$ cat src/sv/plac_pkg.sv
// ============================================================================
// plac_pkg
// Shared types, constants and helpers for the Phong light accumulation block.
// ============================================================================
package plac_pkg;

    localparam int NUM_LIGHT_SLOTS = 4;
    localparam int LANE_W          = 16;
    localparam int WORD_W          = 48;
    localparam int CFG_IDX_W       = 3;
    localparam int ONE_Q14         = 16384;

    // register indexes of the config port
    localparam logic [CFG_IDX_W-1:0] CFG_LIGHT_ENABLE = 3'd0;
    localparam logic [CFG_IDX_W-1:0] CFG_LIGHT_POS0   = 3'd1;
    localparam logic [CFG_IDX_W-1:0] CFG_LIGHT_POS3   = 3'd4;

    // iterative divider setup
    localparam int DIV_W        = 64;
    localparam int DIV_Q_W      = 32;
    localparam int DIV_STEP_W   = 5;
    localparam int NORM_Q_STEPS = 15;  // quotient bits 14..0
    localparam int AVG_Q_STEPS  = 20;  // accumulator width

    localparam int ACC_W = 20;

    typedef struct packed {
        logic [WORD_W-1:0]       hit;
        logic [WORD_W-1:0]       nrm;
        logic [WORD_W-1:0]       amb;
        logic [WORD_W-1:0]       dif;
        logic [WORD_W-1:0]       spc;
        logic [2:0][LANE_W:0]    vraw;   // ray dir - hit point, 17b signed
        logic [7:0]              shin;
        logic [NUM_LIGHT_SLOTS-1:0] mask;
        logic [2:0]              cnt;    // enabled lights, 1 if none
    } t_item;

    // max(d,0)/2^14 clamped to 1.0 (Q1.14)
    function automatic logic [14:0] cosine(input logic signed [34:0] d);
        logic [34:0] c;
        begin
            c = 35'(d) >> 14;
            if (d <= 0) return 15'd0;
            else if (c > 35'(ONE_Q14)) return 15'(ONE_Q14);
            else return c[14:0];
        end
    endfunction

endpackage

$ cat src/sv/plac_front.sv
// ============================================================================
// plac_front
// Takes hit beats, forms the view vector and light count, queues the item.
// ============================================================================
module plac_front #(
    parameter int MAX_LIGHTS = plac_pkg::NUM_LIGHT_SLOTS
) (
    input  logic                                  i_clk,
    input  logic                                  i_rst_n,
    input  logic                                  i_start,
    input  logic [plac_pkg::WORD_W-1:0]           i_hit_point,
    input  logic [plac_pkg::WORD_W-1:0]           i_surface_normal,
    input  logic [plac_pkg::WORD_W-1:0]           i_ray_direction,
    input  logic [plac_pkg::WORD_W-1:0]           i_ambient_rgb,
    input  logic [plac_pkg::WORD_W-1:0]           i_diffuse_rgb,
    input  logic [plac_pkg::WORD_W-1:0]           i_specular_rgb,
    input  logic [7:0]                            i_shininess,
    input  logic [plac_pkg::NUM_LIGHT_SLOTS-1:0]  i_light_enable,
    input  logic                                  i_pop,
    output logic                                  o_busy,
    output logic                                  o_empty,
    output plac_pkg::t_item                       o_item
);
    import plac_pkg::*;

    localparam logic [NUM_LIGHT_SLOTS-1:0] LightMask =
        NUM_LIGHT_SLOTS'((1 << MAX_LIGHTS) - 1);

    t_item       w_item;
    t_item       r_q [2];
    logic        r_wp, r_rp;
    logic [1:0]  r_cnt;
    logic        w_push;
    logic [NUM_LIGHT_SLOTS-1:0] w_mask;
    logic [2:0]  w_num;

    always_comb begin
        w_mask = i_light_enable & LightMask;
        w_num  = 3'($countones(w_mask));
        w_item.hit  = i_hit_point;
        w_item.nrm  = i_surface_normal;
        w_item.amb  = i_ambient_rgb;
        w_item.dif  = i_diffuse_rgb;
        w_item.spc  = i_specular_rgb;
        w_item.shin = i_shininess;
        w_item.mask = w_mask;
        w_item.cnt  = (w_num == 3'd0) ? 3'd1 : w_num;
        for (int i = 0; i < 3; i++) begin
            w_item.vraw[i] =
                {i_ray_direction[16*i+15], i_ray_direction[16*i +: 16]} -
                {i_hit_point[16*i+15], i_hit_point[16*i +: 16]};
        end
    end

    assign o_busy  = (r_cnt == 2'd2);
    assign o_empty = (r_cnt == 2'd0);
    assign w_push  = i_start && !o_busy;
    assign o_item  = r_q[r_rp];

    always_ff @(posedge i_clk) begin
        if (!i_rst_n) begin
            r_wp  <= 1'b0;
            r_rp  <= 1'b0;
            r_cnt <= 2'd0;
        end else begin
            if (w_push) begin
                r_q[r_wp] <= w_item;
                r_wp      <= ~r_wp;
            end
            if (i_pop) r_rp <= ~r_rp;
            r_cnt <= r_cnt + 2'(w_push) - 2'(i_pop);
        end
    end

endmodule

$ cat config.mk
export PLATFORM = sky130hd
export DESIGN_NAME = plac_front
export DESIGN_NICKNAME = d
export VERILOG_FILES = /design/src/sv/plac_pkg.sv /design/src/sv/plac_front.sv
export SDC_FILE = /design/constraint.sdc
export NUM_CORES = 1
export LEC_CHECK = 0
export BUFFER_PORTS_ARGS = -buffer_cell sky130_fd_sc_hd__buf_4
export CAP_MARGIN = 20
export CORE_AREA = 3 3 240 242
export CTS_BUF_LIST = sky130_fd_sc_hd__clkbuf_8
export DETAILED_ROUTE_END_ITERATION = 8
export DIE_AREA = 0 0 243 245
export GPL_ROUTABILITY_DRIVEN = 0
export PLACE_DENSITY_LB_ADDON = 0.2
export SKIP_LAST_GASP = 1
export SLEW_MARGIN = 10
export SYNTH_ARGS = -nofsm -noshare
export SYNTH_HDL_FRONTEND = slang
export SYNTH_SLANG_ARGS = --single-unit
$ cat constraint.sdc
create_clock -name i_clk -period 56.8 [get_ports i_clk]
set_clock_uncertainty 0.1 [all_clocks]
set_input_delay 11.36 -clock i_clk [delete_from_list [all_inputs] [get_ports i_clk]]
set_output_delay 11.36 -clock i_clk [all_outputs]
set_load 0.01 [all_outputs]
==> flow_metrics.py <==
metrics = {
    "outcome": {
        "outcome": "finished, final reports clean",
    },
    "cts": {
        "root_buffer": "clkbuf_8",
        "clk_latency_ps": 670,
        "cts_buffers": 102,
        "htree_levels": 3,
        "cts.sinks": 617,
        "cts_resized": 0,
        "cts_tree": "yes",
        "cts_buffer_depth": 3,
        "cts_setup_buffers": 0,
        "clkSlewWorstSetupHoldPaths_ps": 60,
        "cts-hold-fix-buffers": 0,
    },
    "synthesis": {
        "synth_edf_count": 612,
        "yosysWarnings": 0,
        "netlist_area_mm2": 0.0247,
        "yosysSeqAreaShare_pct": 74.8,
        "synthFlopType": "edfxtp_1",
        "netlist_instances": 1339,
        "synth_area_leaders": "edfxtp_1, mux2_2, ha_1",
        "ys_async_sr_fraction_pct": 0,
        "ys_types": 55,
        "yosysTopAreaCellShare_pct": 74.4,
        "syn-num-nets": 1699,
        "avgSynthCellArea_um2": 18.5,
        "ys_seq_elements": 617,
        "yosysTopAreaCell": "edfxtp_1",
    },
    "floorplan": {
        "coreArea_mm2": 0.0553,
        "fp.dieH_um": 245,
        "fp-row-count": 86,
        "ios": 612,
        "start_util_pct": 44.7,
        "die_area_mm2": 0.0595,
        "die_w_um": 243,
    },
    "finish": {
        "syn_to_final_growth_pct": 29.3,
        "drive_above_1_share_pct": 50.6,
        "fill_cells": 4382,
        "nets": 2384,
        "stdcell_count": 2849,
    },
    "worst_setup_path": {
        "ff2ff_path_depth": 4,
        "critical_path_class": "register to output port",
        "crit_arrival_ps": 2950,
        "crit_fanout": 71,
        "critPathRequiredTime_ps": 45340,
        "r2r_start": "r_cnt[0]",
        "start_kind": "register",
        "r2r_setup_slack_ps": 53280,
        "endpoint_kind": "output port",
        "r2r-end": "r_q[1][23]",
        "cp-endpoint": "o_item[101]",
    },
    "route": {
        "wire_per_inst_um": 21.7,
        "vias_per_cell": 4.97,
        "firstDrtPassIters": 5,
        "ant_nets": 0,
        "routed_wl_mm": 61.7,
        "drc": 0,
        "dr.first_iter.drc_count": 699,
        "via_count": 14200,
    },
    "global_route": {
        "track_usage_pct": 20.0,
        "grt_max_degree": 162,
        "grt_overflow_total": 0,
        "grt_pass1_vias": 14900,
        "grt_antenna_before_repair": 11,
        "grt_pass1_wl_mm": 89.6,
    },
    "timing": {
        "worst_pin_slew_ps": 1100,
        "relSlewSlack_pct": 26.9,
        "fin_crit_ps": 14410,
        "worst_slack_ps": 42390,
        "finalSetupTns_ps": 0,
        "rsz0062_at_grt": "false",
        "setup_viol": 0,
        "fmax_mhz": 69.4,
        "final_hold_viol_count": 0,
        "hold_slack_ps": 484,
        "maxSlewViolCount": 0,
        "period_share_pct": 25.4,
    },
    "place": {
        "portBuffers": 611,
        "dp_hpwl_mm": 42.8,
        "dp.cells": 2667,
        "dp_slack_ps": 42250,
    },
    "power_and_ir_drop": {
        "p_leak_nw": 12.2,
        "p_per_area_mw_per_mm2": 34.3,
        "max-vdd-ir-drop_mv": 0.0240,
    },
    "hold_path": {
        "hp-class": "register to register",
        "min_from": "r_rp",
    },
    "run": {
        "maxCapViolations": 0,
    },
}
cell usage in the layout (no fill, tap or decap), drive strengths merged, types with 16 or more instances in the layout:
cell    instances
clkinv         37
clkbuf        104
nor2           21
nand2          24
buf           620
xor2           16
edfxtp        612
mux2          306
xnor2          25
ha             52
inv           104
a21oi          32
o21ai          21
power by group:
group | internal, mW | total, mW | switching, mW
clock | 0.170 | 0.340 | 0.170
combinational | 0.0919 | 0.192 | 0.101
sequential | 0.552 | 0.561 | 0.00925
stage by stage:
step                      power, mW  cell area [um2]  utilization (%)
after floorplan               0.694            24700                -
after global placement        0.761            30200             54.5
after detailed placement      0.765            30200             54.5
after CTS                      1.11            31900             57.7
after global routing           1.14            31900             57.8
final                          1.09            31900             57.8
critical path, stage by stage (launching register included):
cell and delay, ps:
dfxtp_4 750, buf_4 870, mux2_2 430, buf_4 150
logic make-up after synthesis:
family | after synthesis | synth area share, %
mux | 306 | 13.9
fa+ha+maj | 56 | 2.96
buf+inv | 110 | 1.83
simple gates | 87 | 1.78
xor+xnor | 41 | 1.45
flops | 617 | 74.8
compound gates | 122 | 3.25
sequential cells by signal, indices dropped and copies added (netlist names), named ones only:
name,flops
r_cnt,2
r_q,612
r_rp,1
r_wp,1
worst min-delay path by stage:
| stage | to | slack, ps | cells after the start |
|---|---|---|---|
| floorplan | register | 450 | 2 |
| global placement | register | 480 | 2 |
| detailed placement | register | 480 | 2 |
| CTS | register | 490 | 2 |
| global route | register | 520 | 2 |
| finish | register | 480 | 2 |
cell usage after synthesis, drive strengths merged (2+ instances only):
cell,instances
nor3,3
a21o,14
o31a,2
a21oi,32
nand4,4
nand3,6
edfxtp,612
and3,2
xnor2,25
dfxtp,5
a31oi,5
buf,25
fa,4
o211ai,4
mux2,306
a211oi,4
xor2,16
nor4,2
and2,6
and4,2
or3,3
ha,52
o31ai,4
inv,71
a21boi,2
o21a,12
o2111ai,4
nand2,24
clkbuf,14
o21ai,21
o21bai,4
nor2,21
nor2b,6
nand2b,5
layer usage:
layer,share of wire (%),up-vias,GRT usage [%]
li1,-,6562,-
met1,38,6981,22.8
met4,2.8,10,6.75
met2,50,512,34.0
met5,0.12,-,0
met3,9.0,107,8.20
layout make-up:
cell class	count	area, um2	area share (%)
multi-input combinational	612	5790	18.1
inverter	71	267	0.834
tap	748	936	2.93
sequential	617	18500	57.9
clock inverter	72	328	1.03
timing repair buffer	620	4700	14.7
clock buffer	104	1430	4.48
antenna	5	12.5	0.0392
(Power assumes the default switching activity.)
